### src/design/kdm_pkg.sv
package kdm_pkg;

    localparam int KEYS_DEF  = 5;
    localparam int LEVEL_W   = 5;
    localparam int CNT_W     = 8;
    localparam int PULSE_W   = 16;
    localparam int EVT_W     = 3;
    localparam int CFG_IDX_W = 4;
    localparam int CFG_DAT_W = 16;

    localparam logic [CNT_W-1:0]   THRESHOLD_RST = 8'd10;
    localparam logic [PULSE_W-1:0] LIMIT_RST     = 16'hFFFF;
    localparam logic [PULSE_W-1:0] START_PULSE   = 16'd600;
    localparam logic [PULSE_W-1:0] PULSE_STEP    = 16'd200;

    localparam logic [CFG_IDX_W-1:0] CFG_THRESHOLD = 4'd0;
    localparam logic [CFG_IDX_W-1:0] CFG_LIMIT     = 4'd1;

    localparam logic [EVT_W-1:0] EVT_NONE    = 3'd0;
    localparam logic [EVT_W-1:0] EVT_FORWARD = 3'd1;
    localparam logic [EVT_W-1:0] EVT_DISABLE = 3'd2;
    localparam logic [EVT_W-1:0] EVT_UP      = 3'd3;
    localparam logic [EVT_W-1:0] EVT_DOWN    = 3'd4;
    localparam logic [EVT_W-1:0] EVT_TOGGLE  = 3'd5;

    typedef struct packed {
        logic             advance;
        logic [EVT_W-1:0] code;
    } kdm_ctl_t;

    typedef struct packed {
        logic               enable;
        logic               reverse;
        logic [PULSE_W-1:0] pulse;
    } kdm_drive_t;

endpackage

### src/design/kdm_if.sv
interface kdm_in_if
    import kdm_pkg::*;
();
    logic               valid;
    logic               ready;
    logic [LEVEL_W-1:0] key_levels;

    modport source (output valid, output key_levels, input ready);
    modport sink   (input valid, input key_levels, output ready);
endinterface

interface kdm_out_if
    import kdm_pkg::*;
();
    logic               valid;
    logic               ready;
    logic [EVT_W-1:0]   key_event;
    logic               motor_enable;
    logic               motor_reverse;
    logic [PULSE_W-1:0] pulse_width;

    modport source (output valid, output key_event, output motor_enable,
                    output motor_reverse, output pulse_width, input ready);
    modport sink   (input valid, input key_event, input motor_enable,
                    input motor_reverse, input pulse_width, output ready);
endinterface

interface kdm_cfg_if
    import kdm_pkg::*;
();
    logic                 valid;
    logic                 ready;
    logic [CFG_IDX_W-1:0] index;
    logic [CFG_DAT_W-1:0] data;

    modport source (output valid, output index, output data, input ready);
    modport sink   (input valid, input index, input data, output ready);
endinterface

### src/design/kdm_scan.sv
module kdm_scan
    import kdm_pkg::*;
#(
    parameter int KEYS = KEYS_DEF
)(
    input  logic               clk,
    input  logic               rst_n,
    input  logic               advance,
    input  logic [LEVEL_W-1:0] levels,
    input  logic [CNT_W-1:0]   threshold,
    output logic [EVT_W-1:0]   code
);

    logic [CNT_W-1:0]        cnt_reg  [KEYS];
    logic [CNT_W-1:0]        cnt_next [KEYS];
    logic [KEYS-1:0]         pressed_reg;
    logic [KEYS-1:0]         pressed_next;
    logic [KEYS+LEVEL_W-1:0] levels_ext;
    logic [KEYS-1:0]         high;
    logic [KEYS-1:0]         fire;
    logic [KEYS-1:0]         blocked;
    logic [CNT_W-1:0]        cnt_inc  [KEYS];

    assign levels_ext = (KEYS+LEVEL_W)'(levels);
    assign high       = levels_ext[KEYS-1:0];

    always_comb
    begin
        for (int i = 0; i < KEYS; i++)
        begin
            cnt_inc[i] = (cnt_reg[i] < threshold) ? cnt_reg[i] + CNT_W'(1) : cnt_reg[i];
            fire[i]    = high[i] && (cnt_inc[i] >= threshold) && !pressed_reg[i];
        end
        blocked[0] = 1'b0;
        for (int i = 1; i < KEYS; i++)
        begin
            blocked[i] = blocked[i-1] | fire[i-1];
        end
        code = EVT_NONE;
        for (int i = KEYS - 1; i >= 0; i--)
        begin
            if (fire[i])
            begin
                code = EVT_W'(i + 1);
            end
        end
        for (int i = 0; i < KEYS; i++)
        begin
            cnt_next[i]     = cnt_reg[i];
            pressed_next[i] = pressed_reg[i];
            if (!blocked[i])
            begin
                if (high[i])
                begin
                    cnt_next[i]     = cnt_inc[i];
                    pressed_next[i] = pressed_reg[i] | fire[i];
                end
                else
                begin
                    cnt_next[i]     = '0;
                    pressed_next[i] = 1'b0;
                end
            end
        end
    end

    always_ff @(posedge clk or negedge rst_n)
    begin
        if (!rst_n)
        begin
            for (int i = 0; i < KEYS; i++)
            begin
                cnt_reg[i] <= '0;
            end
            pressed_reg <= '0;
        end
        else if (advance)
        begin
            for (int i = 0; i < KEYS; i++)
            begin
                cnt_reg[i] <= cnt_next[i];
            end
            pressed_reg <= pressed_next;
        end
    end

endmodule

### src/design/kdm_drive.sv
module kdm_drive
    import kdm_pkg::*;
(
    input  logic               clk,
    input  logic               rst_n,
    input  kdm_ctl_t           ctl,
    input  logic [PULSE_W-1:0] limit,
    output kdm_drive_t         drive_next
);

    kdm_drive_t       drive_reg;
    logic [PULSE_W:0] sum;

    assign sum = {1'b0, drive_reg.pulse} + {1'b0, PULSE_STEP};

    always_comb
    begin
        drive_next = drive_reg;
        case (ctl.code)
            EVT_FORWARD:
            begin
                drive_next.reverse = 1'b0;
                drive_next.enable  = 1'b1;
                drive_next.pulse   = (START_PULSE > limit) ? limit : START_PULSE;
            end
            EVT_DISABLE:
            begin
                drive_next.enable = 1'b0;
            end
            EVT_UP:
            begin
                drive_next.pulse = (sum > {1'b0, limit}) ? limit : sum[PULSE_W-1:0];
            end
            EVT_DOWN:
            begin
                drive_next.pulse = (drive_reg.pulse < PULSE_STEP) ? '0
                                 : drive_reg.pulse - PULSE_STEP;
            end
            EVT_TOGGLE:
            begin
                drive_next.reverse = ~drive_reg.reverse;
            end
            default:
            begin
                drive_next = drive_reg;
            end
        endcase
    end

    always_ff @(posedge clk or negedge rst_n)
    begin
        if (!rst_n)
        begin
            drive_reg <= '0;
        end
        else if (ctl.advance)
        begin
            drive_reg <= drive_next;
        end
    end

endmodule

### src/design/key_debounce_motor_command.sv
// Key debounce and motor command.
// key_in carries one item per scan tick: the raw levels of the keys, bit i
// for key i+1. cmd_out returns exactly one item for each: the press event
// (0 none, k for key k) and the motor enable, direction and pulse value as
// they stand after that tick. cfg writes debounce_threshold (index 0) and
// pulse_limit (index 1); it is always ready. It must be written only while
// idle; the block itself does not enforce this. An accepted item passes
// through the input register and then the result register to cmd_out.
// Throughput: one item per cycle while cmd_out is not stalled; the debounce
// counters and the drive state update in the same cycle the result register
// loads, so the next item sees them at once.
// A stalled cmd_out holds its item; key_in stays ready while the input
// register is empty or moving forward, so at most one more item is taken
// during a stall.
// Reset clears counters, pressed marks, drive state (disabled, forward,
// pulse 0) and loads threshold 10 and limit 65535.
module key_debounce_motor_command
    import kdm_pkg::*;
#(
    parameter int KEYS = KEYS_DEF
)(
    input  logic         clk,
    input  logic         rst_n,
    kdm_in_if.sink       key_in,
    kdm_out_if.source    cmd_out,
    kdm_cfg_if.sink      cfg
);

    logic [CNT_W-1:0]   threshold_reg;
    logic [PULSE_W-1:0] limit_reg;
    logic               in_vld_reg;
    logic               in_vld_next;
    logic [LEVEL_W-1:0] levels_reg;
    logic               out_vld_reg;
    logic               out_vld_next;
    logic [EVT_W-1:0]   event_reg;
    kdm_drive_t         drive_out_reg;
    logic               advance;
    logic               in_take;
    logic [EVT_W-1:0]   code;
    kdm_ctl_t           ctl;
    kdm_drive_t         drive_next;

    assign advance      = in_vld_reg && (!out_vld_reg || cmd_out.ready);
    assign key_in.ready = !in_vld_reg || advance;
    assign in_take      = key_in.valid && key_in.ready;
    assign cfg.ready    = 1'b1;

    assign in_vld_next  = in_take ? 1'b1 : (advance ? 1'b0 : in_vld_reg);
    assign out_vld_next = advance ? 1'b1 : (cmd_out.ready ? 1'b0 : out_vld_reg);

    assign ctl.advance = advance;
    assign ctl.code    = code;

    kdm_scan #(
        .KEYS (KEYS)
    ) u_scan (
        .clk       (clk),
        .rst_n     (rst_n),
        .advance   (advance),
        .levels    (levels_reg),
        .threshold (threshold_reg),
        .code      (code)
    );

    kdm_drive u_drive (
        .clk        (clk),
        .rst_n      (rst_n),
        .ctl        (ctl),
        .limit      (limit_reg),
        .drive_next (drive_next)
    );

    always_ff @(posedge clk or negedge rst_n)
    begin
        if (!rst_n)
        begin
            threshold_reg <= THRESHOLD_RST;
            limit_reg     <= LIMIT_RST;
            in_vld_reg    <= 1'b0;
            out_vld_reg   <= 1'b0;
        end
        else
        begin
            if (cfg.valid && cfg.index == CFG_THRESHOLD)
            begin
                threshold_reg <= cfg.data[CNT_W-1:0];
            end
            if (cfg.valid && cfg.index == CFG_LIMIT)
            begin
                limit_reg <= cfg.data[PULSE_W-1:0];
            end
            in_vld_reg  <= in_vld_next;
            out_vld_reg <= out_vld_next;
        end
    end

    always_ff @(posedge clk)
    begin
        if (in_take)
        begin
            levels_reg <= key_in.key_levels;
        end
        if (advance)
        begin
            event_reg     <= code;
            drive_out_reg <= drive_next;
        end
    end

    assign cmd_out.valid         = out_vld_reg;
    assign cmd_out.key_event     = event_reg;
    assign cmd_out.motor_enable  = drive_out_reg.enable;
    assign cmd_out.motor_reverse = drive_out_reg.reverse;
    assign cmd_out.pulse_width   = drive_out_reg.pulse;

endmodule

### src/flat_wrapper.sv
// flat-port wrapper written by rule: the top's interface ports become plain ports
module key_debounce_motor_command_flat import kdm_pkg::*;
#(
    parameter int KEYS = KEYS_DEF
)
  (clk, rst_n, key_in_valid, key_in_key_levels, key_in_ready, cmd_out_valid, cmd_out_key_event, cmd_out_motor_enable, cmd_out_motor_reverse, cmd_out_pulse_width, cmd_out_ready, cfg_valid, cfg_index, cfg_data, cfg_ready);
  kdm_in_if key_in_i ();
  kdm_out_if cmd_out_i ();
  kdm_cfg_if cfg_i ();
  input  logic clk;
  input  logic rst_n;
  input wire logic [$bits(key_in_i.valid)-1:0] key_in_valid;
  input wire logic [$bits(key_in_i.key_levels)-1:0] key_in_key_levels;
  output wire logic [$bits(key_in_i.ready)-1:0] key_in_ready;
  output wire logic [$bits(cmd_out_i.valid)-1:0] cmd_out_valid;
  output wire logic [$bits(cmd_out_i.key_event)-1:0] cmd_out_key_event;
  output wire logic [$bits(cmd_out_i.motor_enable)-1:0] cmd_out_motor_enable;
  output wire logic [$bits(cmd_out_i.motor_reverse)-1:0] cmd_out_motor_reverse;
  output wire logic [$bits(cmd_out_i.pulse_width)-1:0] cmd_out_pulse_width;
  input wire logic [$bits(cmd_out_i.ready)-1:0] cmd_out_ready;
  input wire logic [$bits(cfg_i.valid)-1:0] cfg_valid;
  input wire logic [$bits(cfg_i.index)-1:0] cfg_index;
  input wire logic [$bits(cfg_i.data)-1:0] cfg_data;
  output wire logic [$bits(cfg_i.ready)-1:0] cfg_ready;
  assign key_in_i.valid = key_in_valid;
  assign key_in_i.key_levels = key_in_key_levels;
  assign key_in_ready = key_in_i.ready;
  assign cmd_out_valid = cmd_out_i.valid;
  assign cmd_out_key_event = cmd_out_i.key_event;
  assign cmd_out_motor_enable = cmd_out_i.motor_enable;
  assign cmd_out_motor_reverse = cmd_out_i.motor_reverse;
  assign cmd_out_pulse_width = cmd_out_i.pulse_width;
  assign cmd_out_i.ready = cmd_out_ready;
  assign cfg_i.valid = cfg_valid;
  assign cfg_i.index = cfg_index;
  assign cfg_i.data = cfg_data;
  assign cfg_ready = cfg_i.ready;
  key_debounce_motor_command #(.KEYS(KEYS)) u_core (.clk(clk), .rst_n(rst_n), .key_in(key_in_i), .cmd_out(cmd_out_i), .cfg(cfg_i));
endmodule
### config.mk
export PLATFORM = sky130hd
export DESIGN_NAME = key_debounce_motor_command_flat
export DESIGN_NICKNAME = d
export VERILOG_FILES = /design/src/design/kdm_pkg.sv /design/src/design/kdm_if.sv /design/src/design/kdm_scan.sv /design/src/design/kdm_drive.sv /design/src/design/key_debounce_motor_command.sv /design/src/flat_wrapper.sv
export SDC_FILE = /design/constraint.sdc
export NUM_CORES = 1
export LEC_CHECK = 0
export BUFFER_PORTS_ARGS = -buffer_cell sky130_fd_sc_hd__clkbuf_2
export CAP_MARGIN = 20
export CORE_MARGIN = 2
export CORE_UTILIZATION = 63
export CTS_BUF_LIST = sky130_fd_sc_hd__clkbuf_8
export CTS_CLUSTER_DIAMETER = 100
export DETAILED_ROUTE_END_ITERATION = 12
export HOLD_SLACK_MARGIN = 0.1
export PLACE_DENSITY = 0.84
export SLEW_MARGIN = 20
export SYNTH_ARGS = -nofsm -noshare
export SYNTH_HDL_FRONTEND = slang
export SYNTH_SLANG_ARGS = --single-unit
### constraint.sdc
create_clock -name clk -period 8.3 [get_ports clk]
set_input_delay 1.245 -clock clk [delete_from_list [all_inputs] [get_ports clk]]
set_output_delay 1.245 -clock clk [all_outputs]
set_load 0.005 [all_outputs]
==> metrics <==
status=finished clean; Die Span X=120.0 microns; CTS max path bufs=2; switching power=between 1 and 1.5 mW; syn nets=1,038; final setup TNS=0 ns; Reg clk slew, reported paths=0.07 ns; clk_skew=roughly 0.012 ns; Worst Path Buf+Inv=1; Top FF cell, synth=dfrtp_1; Core Area=13,190 sq um; Reg power frac=between 30% and 40%; number of synthesized flops with an enable pin=26; most frequent cell on the critical path=nor2_1; Tcrit/Tclk final=66.56%; endpoints failing setup=0; antenna-violating nets left=0; area of the multi-input gates=slightly above 5000 sq um; vias per cell=a little over 6; synth unique cells=73; grt total ovfl=0; Final nets=1,078; GPL Wtd Cong=0.8927; cells after synthesis=approximately 900; drt total wl=roughly 20,000 microns; Worst Path Required=8.64 ns; post-cts gate resize count=0; Fmax=181.0 MHz; most frequent cells after synthesis=ha_1 (98), nand2_1 (85), dfrtp_1 (71); fill count=989; Ys Warns=0; leading area contributor after synthesis=dfrtp_1; crit-path leading delay family=simple AND/OR/NAND/NOR gates; max reg flops=40; cts hold-fix bufs=0; Area Growth Syn to Fin=9.080%; HP Class=flop to flop; synthesized area per cell=between 9 and 10 sq um; Starting Density=64.25%; sw frac=40.99%; IO Port Bufs=52; initial antenna violation count=0; TritonCTS clock tree=done; Wirelength per Cell=17.11 microns; CP max FO=11; Yosys top cell area share=a little over a fifth; P_leak=4.292 nW; VDD IR max=218.2 uV; Vias=between 7,000 and 8,000; GRT Overall Usage=28.80%; Setup Buffers After CTS=0; die height=120.0 microns; top area cells in the synthesized netlist=dfrtp_1 (21%), ha_1 (14%), edfxtp_1 (9.2%); die area=14,400 sq um; clock sinks=approximately 120; number of global-route vias before repair=6,882; peak per-stage delay on the critical path=0.60 ns; CP Cell Sequence=inv_1 -> ha_1 -> and2_1 -> o21ai_0 -> o21ai_1 -> o22ai_1 -> nand4_1 -> nor2_1 -> xor2_1 -> ha_1 -> and3_1 -> nand2_1 -> a21boi_0 -> a31oi_1 -> a21oi_1 -> nor2_1 -> nor2_1 -> mux2_2; Worst slew margin=34.14%; CTS buffer count=17; CTS H-tree depth=4; asr flop ratio synth=between 70% and 80%; Detailed Routing Iterations Pass 1=5; internal power=1.576 mW; starting DRC count in detailed routing=530; clock power share=19.9%; combinational power share=45.6%; largest net degree at the start of global routing=64; FF+latch area=between 3000 and 4000 sq um; Critical Path AT=5.86 ns; Crit Path Class=flop to flop; Mapped Area=8474 sq um; clk_lat worst skew=around 0.45 ns; fin. max-slew vios=0; Clock Tree Root=clkbuf_8; unrepaired setup endpoints after global routing=false; Max Cap Violations=0; Crit-path slowest cell=nor2_1; share of cells above drive strength 1=between 15 and 20%; pwr dens=289.0 nW/um^2; ANT cells=0; IO Count=54; total power=2.671 mW; register area share after synthesis=approximately 36%; actual slew at the worst max-slew pin=between 0.9 and 1 ns; final hold violation count=0; minimum clock period=5.524 ns; #FFs+latches synth=115; Core Rows=42; residual DRC count=0; Worst setup EP type=flop; first-pass GRT wire length=33,000 microns; count leader, synth=ha_1; startpoint types=flop; DP HPWL=approximately 14,000 microns
-- final cells by class --
cell class | instances | area share (%)
Multi-Input combinational cell | 709 | 55.22
Sequential cell | 115 | 32.78
Timing Repair Buffer | 57 | 3.249
Clock buffer | 17 | 2.531
Tap cell | 176 | 2.382
Inverter | 50 | 2.030
Clock inverter | 15 | 1.800
-- per-layer routing --
metal  vias up  wire length (microns)  track usage (%)
met4         0                    550            11.99
li1       3422                      -                -
met2       221                   9414            47.55
met5         -                      0                0
met1      3322                   8539            36.77
met3        51                    981            6.036
-- power groups by stage --
stage / logic (mW) / registers (mW) / clock network (mW)
after detailed placement: 1.20 / 0.928 / 0
after global placement: 1.16 / 0.924 / 0
after floorplan: 0.955 / 0.845 / 0
after global routing: 1.37 / 0.946 / 0.567
after CTS: 1.21 / 0.918 / 0.541
final: 1.22 / 0.923 / 0.531
-- worst register-to-register path, stage by stage, from the launching register on --
cell	delay, ns
dfrtp_1	0.36
inv_1	0.36
ha_1	0.34
and2_1	0.15
o21ai_0	0.14
o21ai_1	0.10
o22ai_1	0.55
nand4_1	0.37
nor2_1	0.21
xor2_1	0.17
ha_1	0.26
and3_1	0.21
nand2_1	0.07
a21boi_0	0.11
a31oi_1	0.53
a21oi_1	0.34
nor2_1	0.60
nor2_1	0.22
mux2_2	0.32
-- logic make-up (layout without fill, tap and decap cells) --
kind of cell	count (synthesis)	in the layout	share of synthesized area (%)
simple gates	279	279	16.95
compound gates	247	247	18.93
flops	115	115	35.76
fa+ha+maj	98	98	14.47
buf+inv	86	139	4.178
xor+xnor	49	49	5.064
mux	35	35	4.607
other cells	1	1	0.04425
-- worst paths after layout --
path | from | endpoint | slack [ns] | cells past startpoint
max reg2reg | u_core.threshold_reg[4] | u_core.u_drive.drive_reg[6] | 2.78 | 18
max in group asynchronous | rst_n | u_core.u_scan.cnt_reg[6] | 6.47 | 2
max | u_core.threshold_reg[4] | u_core.u_drive.drive_reg[6] | 2.78 | 18
min reg2reg | u_core.u_scan.pressed_reg[2] | u_core.u_scan.pressed_reg[2] | 0.48 | 1
min in group asynchronous | rst_n | u_core.u_drive.drive_reg[13] | 0.71 | 1
min | u_core.u_scan.pressed_reg[2] | u_core.u_scan.pressed_reg[2] | 0.48 | 1
-- through the flow --
stage,hold slack (ns),instances,worst slack [ns],utilization [%],area (sq um)
2_1_floorplan,0.4512,910,3.698,-,8474
4_1_cts,0.4849,1139,2.784,70.02,9235
3_3_place_gp,0.4647,1107,3.109,66.98,8835
3_5_place_dp,0.4684,1107,2.853,66.98,8835
5_1_grt,0.5169,1139,2.330,70.08,9244
6_report,0.4815,1139,2.776,70.08,9244
-- cells in the final DEF (no fill, tap or decap), drive strengths merged, types with 19 or more instances in the layout --
master,count
xnor2,35
mux2,32
o21ai,83
ha,98
a21oi,54
nand2,85
nand2b,27
clkbuf,68
inv,50
a21o,19
nand3,24
edfxtp,26
or3,25
nor2,37
dfrtp,71
No activity file was read; power rests on OpenSTA's default activity.
